### config.mk
export PLATFORM = sky130hd
export DESIGN_NAME = tdp_back
export DESIGN_NICKNAME = d
export VERILOG_FILES = /design/src/design/tdp_pkg.sv /design/src/design/tdp_back.sv
export SDC_FILE = /design/constraint.sdc
export NUM_CORES = 1
export LEC_CHECK = 0
export BUFFER_PORTS_ARGS = -buffer_cell sky130_fd_sc_hd__buf_2
export CORE_ASPECT_RATIO = 2
export CORE_MARGIN = 5
export CORE_UTILIZATION = 45
export CTS_CLUSTER_DIAMETER = 40
export CTS_CLUSTER_SIZE = 24
export DETAILED_ROUTE_END_ITERATION = 12
export GPL_TIMING_DRIVEN = 1
export PLACE_DENSITY = 0.61
export SLEW_MARGIN = 10
export SYNTH_ARGS = -nofsm -noshare
export SYNTH_HDL_FRONTEND = slang
export SYNTH_SLANG_ARGS = --single-unit
### constraint.sdc
create_clock -name clk -period 5.26 [get_ports clk]
set_input_delay 0.263 -clock clk [delete_from_list [all_inputs] [get_ports clk]]
set_output_delay 0.263 -clock clk [all_outputs]
set_load 0.01 [all_outputs]
### src/design/tdp_pkg.sv
// Package for the trial-division prime tester: widths, item kinds and the
// queue word shared by the front, queue and back modules. No dependencies.
`default_nettype none
package tdp_pkg;

    localparam int VALUE_BITS  = 32;
    localparam int DIV_BITS    = (VALUE_BITS + 1) / 2 + 2;
    localparam int SQ_BITS     = VALUE_BITS + 1;
    localparam int REM_BITS    = DIV_BITS + 1;
    localparam int CNT_BITS    = $clog2(VALUE_BITS);
    localparam int QUEUE_DEPTH = 2;
    localparam int QPTR_BITS   = 1;
    localparam int QCNT_BITS   = 2;

    typedef enum logic [1:0] {
        KIND_NOT_PRIME,
        KIND_PRIME,
        KIND_TRIAL
    } tdp_kind_t;

    typedef struct packed {
        logic [VALUE_BITS-1:0] value;
        tdp_kind_t             kind;
    } tdp_entry_t;

    typedef struct packed {
        logic       valid;
        tdp_entry_t entry;
    } tdp_word_t;

    typedef enum logic [1:0] {
        B_IDLE,
        B_BOUND,
        B_DIVIDE
    } tdp_state_t;

endpackage
`default_nettype wire

### src/design/tdp_back.sv
// Back stage: answers trivial words at once, runs odd trial divisors with a
// bit-serial remainder unit for the rest. Depends on tdp_pkg.
`default_nettype none
module tdp_back (
    input  wire logic               clk,
    input  wire logic               rst_n,
    input  wire tdp_pkg::tdp_word_t head,
    output logic                    pop,
    output logic                    done,
    output logic                    is_prime
);
    import tdp_pkg::*;

    tdp_state_t             state_reg;
    tdp_state_t             state_next;
    logic [VALUE_BITS-1:0]  v_reg;
    logic [VALUE_BITS-1:0]  v_next;
    logic [VALUE_BITS-1:0]  shr_reg;
    logic [VALUE_BITS-1:0]  shr_next;
    logic [DIV_BITS-1:0]    d_reg;
    logic [DIV_BITS-1:0]    d_next;
    logic [SQ_BITS-1:0]     sq_reg;
    logic [SQ_BITS-1:0]     sq_next;
    logic [REM_BITS-1:0]    rem_reg;
    logic [REM_BITS-1:0]    rem_next;
    logic [CNT_BITS-1:0]    cnt_reg;
    logic [CNT_BITS-1:0]    cnt_next;
    logic                   done_reg;
    logic                   done_next;
    logic                   prime_reg;
    logic                   prime_next;

    logic [REM_BITS-1:0]    rem_shift;
    logic [REM_BITS-1:0]    rem_step;
    logic                   bound_over;
    logic                   last_bit;

    assign rem_shift  = {rem_reg[REM_BITS-2:0], shr_reg[VALUE_BITS-1]};
    assign rem_step   = (rem_shift >= REM_BITS'(d_reg)) ? rem_shift - REM_BITS'(d_reg)
                                                        : rem_shift;
    assign bound_over = sq_reg > SQ_BITS'(v_reg);
    assign last_bit   = (cnt_reg == CNT_BITS'(VALUE_BITS - 1));

    always_comb
    begin
        state_next = state_reg;
        case (state_reg)
            B_IDLE:
            begin
                if (head.valid && head.entry.kind == KIND_TRIAL)
                    state_next = B_BOUND;
            end
            B_BOUND:
            begin
                state_next = bound_over ? B_IDLE : B_DIVIDE;
            end
            B_DIVIDE:
            begin
                if (last_bit)
                    state_next = (rem_step == '0) ? B_IDLE : B_BOUND;
            end
            default:
            begin
                state_next = B_IDLE;
            end
        endcase
    end

    always_comb
    begin
        pop        = 1'b0;
        done_next  = 1'b0;
        prime_next = prime_reg;
        v_next     = v_reg;
        shr_next   = shr_reg;
        d_next     = d_reg;
        sq_next    = sq_reg;
        rem_next   = rem_reg;
        cnt_next   = cnt_reg;
        case (state_reg)
            B_IDLE:
            begin
                if (head.valid)
                begin
                    pop    = 1'b1;
                    v_next = head.entry.value;
                    d_next = DIV_BITS'(3);
                    sq_next = SQ_BITS'(9);
                    if (head.entry.kind != KIND_TRIAL)
                    begin
                        done_next  = 1'b1;
                        prime_next = (head.entry.kind == KIND_PRIME);
                    end
                end
            end
            B_BOUND:
            begin
                shr_next = v_reg;
                rem_next = '0;
                cnt_next = '0;
                if (bound_over)
                begin
                    done_next  = 1'b1;
                    prime_next = 1'b1;
                end
            end
            B_DIVIDE:
            begin
                shr_next = {shr_reg[VALUE_BITS-2:0], 1'b0};
                rem_next = rem_step;
                cnt_next = cnt_reg + 1'b1;
                if (last_bit)
                begin
                    if (rem_step == '0)
                    begin
                        done_next  = 1'b1;
                        prime_next = 1'b0;
                    end
                    else
                    begin
                        d_next  = d_reg + DIV_BITS'(2);
                        // (d+2)^2 = d^2 + 4d + 4
                        sq_next = sq_reg + SQ_BITS'({d_reg, 2'b00}) + SQ_BITS'(4);
                    end
                end
            end
            default:
            begin
                done_next = 1'b0;
            end
        endcase
    end

    always_ff @(posedge clk or negedge rst_n)
    begin
        if (!rst_n)
        begin
            state_reg <= B_IDLE;
            done_reg  <= 1'b0;
        end
        else
        begin
            state_reg <= state_next;
            done_reg  <= done_next;
        end
    end

    always_ff @(posedge clk)
    begin
        prime_reg <= prime_next;
        v_reg     <= v_next;
        shr_reg   <= shr_next;
        d_reg     <= d_next;
        sq_reg    <= sq_next;
        rem_reg   <= rem_next;
        cnt_reg   <= cnt_next;
    end

    assign done     = done_reg;
    assign is_prime = prime_reg;

endmodule
`default_nettype wire

==> results_dict.tcl <==
set metrics [dict create \
    final_max_slew_viol_count 0 \
    drc_errors 0 \
    cts-root-buf "clkbuf_16" \
    layout-drive-gt1-share 0.100 \
    clockBufferDepth 2 \
    hold_violations 0 \
    rsz0062_at_grt "false" \
    grt_use_total 0.185 \
    p_seq_frac 0.308 \
    die_area_um2 22700 \
    ys_ff_latch 138 \
    nets 1021 \
    seq_area_frac_synth 0.468 \
    gp_congestion 0.908 \
    final_cell_mix "edfxtp_1, ha_1, nand2_1" \
    p_per_area_nw_per_um2 695 \
    ir_worst_vdd_mv 0.447 \
    syn-cell-area_um2 8810 \
    power_frac_comb 0.512 \
    coreArea_um2 19400 \
    port_buffers 39 \
    ys_async_sr_fraction 0.0217 \
    grt_pass1_wl_mm 32.5 \
    maxCapViolations 0 \
    crit_fanout 47 \
    dieHeight_um 208 \
    clockPowerShare 0.181 \
    cts_sinks 138 \
    p_sw_mw 2.92 \
    worstSetupStartpointType "flip-flop" \
    clk_latency_ps 420 \
    tightest_slew_ps 981 \
    cts_tree "built" \
    cp_top_family "simple AND/OR/NAND/NOR gates" \
    fmax_mhz 234 \
    critPathBufInv 2 \
    cts_setup_buffers 0 \
    pin_count 40 \
    grt_start_max_net_pins 75 \
    placed_area_um2 9280 \
    num_rows 72 \
    period_needed_ps 4270 \
    routedWlPerCell_um 17.3 \
    vias 6399 \
    final_common_cell "edfxtp_1" \
    hold_path_class "primary input to flip-flop" \
    worstSetupPathType "flip-flop to flip-flop" \
    hpwl_mm 15.3 \
    worstPathRequired_ps 5350 \
    crit_path_frequent_cell "ha_1" \
    syn_inst 857 \
    first_global_vias 6618 \
    p_sw_frac 0.424 \
    cp_slowest_cell "nand3_1" \
    ys_types 68 \
    cp_data_arrival_time_ps 4370 \
    setup_ws_ps 988 \
    pre_cts_slack_ps 1020 \
    clk_pin_slew_ps 60 \
    start_util 0.455 \
    syn2layout_area_growth_pct 12.4 \
    path_depth 13 \
    relSlewSlack 0.344 \
    p_leak_nw 4.03 \
    endpoint_kind "flip-flop" \
    antenna_found_initial 0 \
    drtIter0Drc 312 \
    first_pass_iters 4 \
    fin_util 0.512 \
    yosys_warnings 0 \
    design_area_um2 9910 \
    reg2reg_depth 13 \
    ctsHtreeMaxLevel 4 \
    finalCritPeriodShare 0.812 \
    synthFlopType "edfxtp_1" \
    status "finished, final reports clean" \
    critPathMaxStageDelay_ps 550 \
    n_antenna_cell 0 \
    overflow 0 \
    internal_power_mw 3.96 \
    ant_nets 0 \
    totalWireLength_mm 20.1 \
    whs_path_depth 1 \
    finalSetupViolations 0 \
    numCtsBuffers 17 \
    post_drt_via_cell_ratio 5.49 \
    crit_chain "inv_1, ha_1, ha_1, nand4_1, nor4_1, o21bai_1, nand3_1, and3_1, a211o_1, a2111oi_4, nand2b_1, a21oi_4, buf_4" \
    setup_tns_ps 0 \
    syn-num-nets 985 \
    die_w_um 109 \
    avgSynthCellArea_um2 10.3 \
    synth_edf_count 135 \
    skew_ps 6.70 \
]
## layer usage
layer,track usage,vias to the layer above,routed length [um]
met5,0,-,0
met4,0.0959,0,913
met3,0.0301,48,447
met2,0.348,109,11200
met1,0.188,3025,7570
li1,-,3217,-
## synth_stat cells, types with 3 or more instances
library cell  number  area share
edfxtp_1         135        0.46
ha_1              89        0.13
nand2_1           82       0.035
inv_1             66       0.028
nor2_1            65       0.028
o21ai_0           63       0.036
a21oi_1           46       0.026
xnor2_1           30       0.030
nand3_1           26       0.015
a21o_1            22       0.019
clkbuf_1          20      0.0085
nor3_1            17      0.0097
nand2b_1          14      0.0099
nand4_1           13      0.0092
and3_1            12      0.0085
a211oi_1          11      0.0094
nor4_1            11      0.0078
xor2_1            11       0.011
and2_1            10      0.0071
nor2b_1            9      0.0064
mux2i_1            8      0.0091
o21bai_1           7      0.0060
a21boi_0           6      0.0051
buf_1              6      0.0026
a22o_1             4      0.0040
o21a_1             4      0.0034
or3_1              4      0.0028
a31oi_1            3      0.0021
and4_1             3      0.0030
dfrtp_1            3      0.0085
mux2_2             3      0.0038
o2111ai_1          3      0.0030
o211ai_1           3      0.0026
or4_1              3      0.0026
## path summary, 6_finish.rpt
check,start,to,slack [ps]
max,d_reg[1]$_SDFFCE_PN1P_,d_reg[5]$_SDFFCE_PN0P_,990
min,head[16],v_reg[14]$_DFFE_PP_,20
max reg2reg,d_reg[1]$_SDFFCE_PN1P_,d_reg[5]$_SDFFCE_PN0P_,990
min reg2reg,shr_reg[27]$_DFFE_PP_,shr_reg[28]$_DFFE_PP_,530
max in group asynchronous,rst_n,state_reg[1]$_DFFE_PN0P_,4980
min in group asynchronous,rst_n,done$_DFF_PN0_,170
## cells by family after synthesis
| family | count (synthesis) | share of synthesized area |
|---|---|---|
| XOR/XNOR | 41 | 0.0407 |
| flip-flops | 138 | 0.468 |
| multiplexers | 11 | 0.0129 |
| AO/OA/AOI/OAI | 205 | 0.154 |
| AND/OR/NAND/NOR | 278 | 0.153 |
| buffers and inverters | 93 | 0.0405 |
| adder cells (fa/ha/maj) | 91 | 0.131 |
## area by class of cell
| cell class | count | area, um^2 |
|---|---|---|
| clock buffer | 26 | 509 |
| timing repair buffer | 44 | 235 |
| fill | 1764 | 9460 |
| clock inverter | 6 | 110 |
| inverter | 66 | 248 |
| tap | 259 | 324 |
| multi-input combinational | 626 | 4350 |
| sequential | 138 | 4130 |
## through the flow
stage          total power [mW]  hold WS (ps)  cells
2_1_floorplan              4.72         -32.6    857
3_3_place_gp               5.61          64.6   1132
3_5_place_dp               5.63          63.5   1132
4_1_cts                    6.91          2.04   1165
5_1_grt                    7.42          1.37   1165
6_report                   6.89          21.6   1165
## power groups by stage
stage | logic, mW | clock network (mW) | registers [mW]
after global placement | 3.48 | 0 | 2.13
after global routing | 3.94 | 1.32 | 2.16
after CTS | 3.52 | 1.27 | 2.12
final | 3.52 | 1.24 | 2.12
after detailed placement | 3.49 | 0 | 2.14
after floorplan | 2.67 | 0 | 2.05
## what timing repair did
item | in CTS | in global routing
resized for setup | 0 | 0
endpoints found under the hold margin | 3 | 0
endpoints found under the setup margin | 0 | 0
hold buffers | 1 | 0
Note: power is estimated with default switching activity, not from simulation.
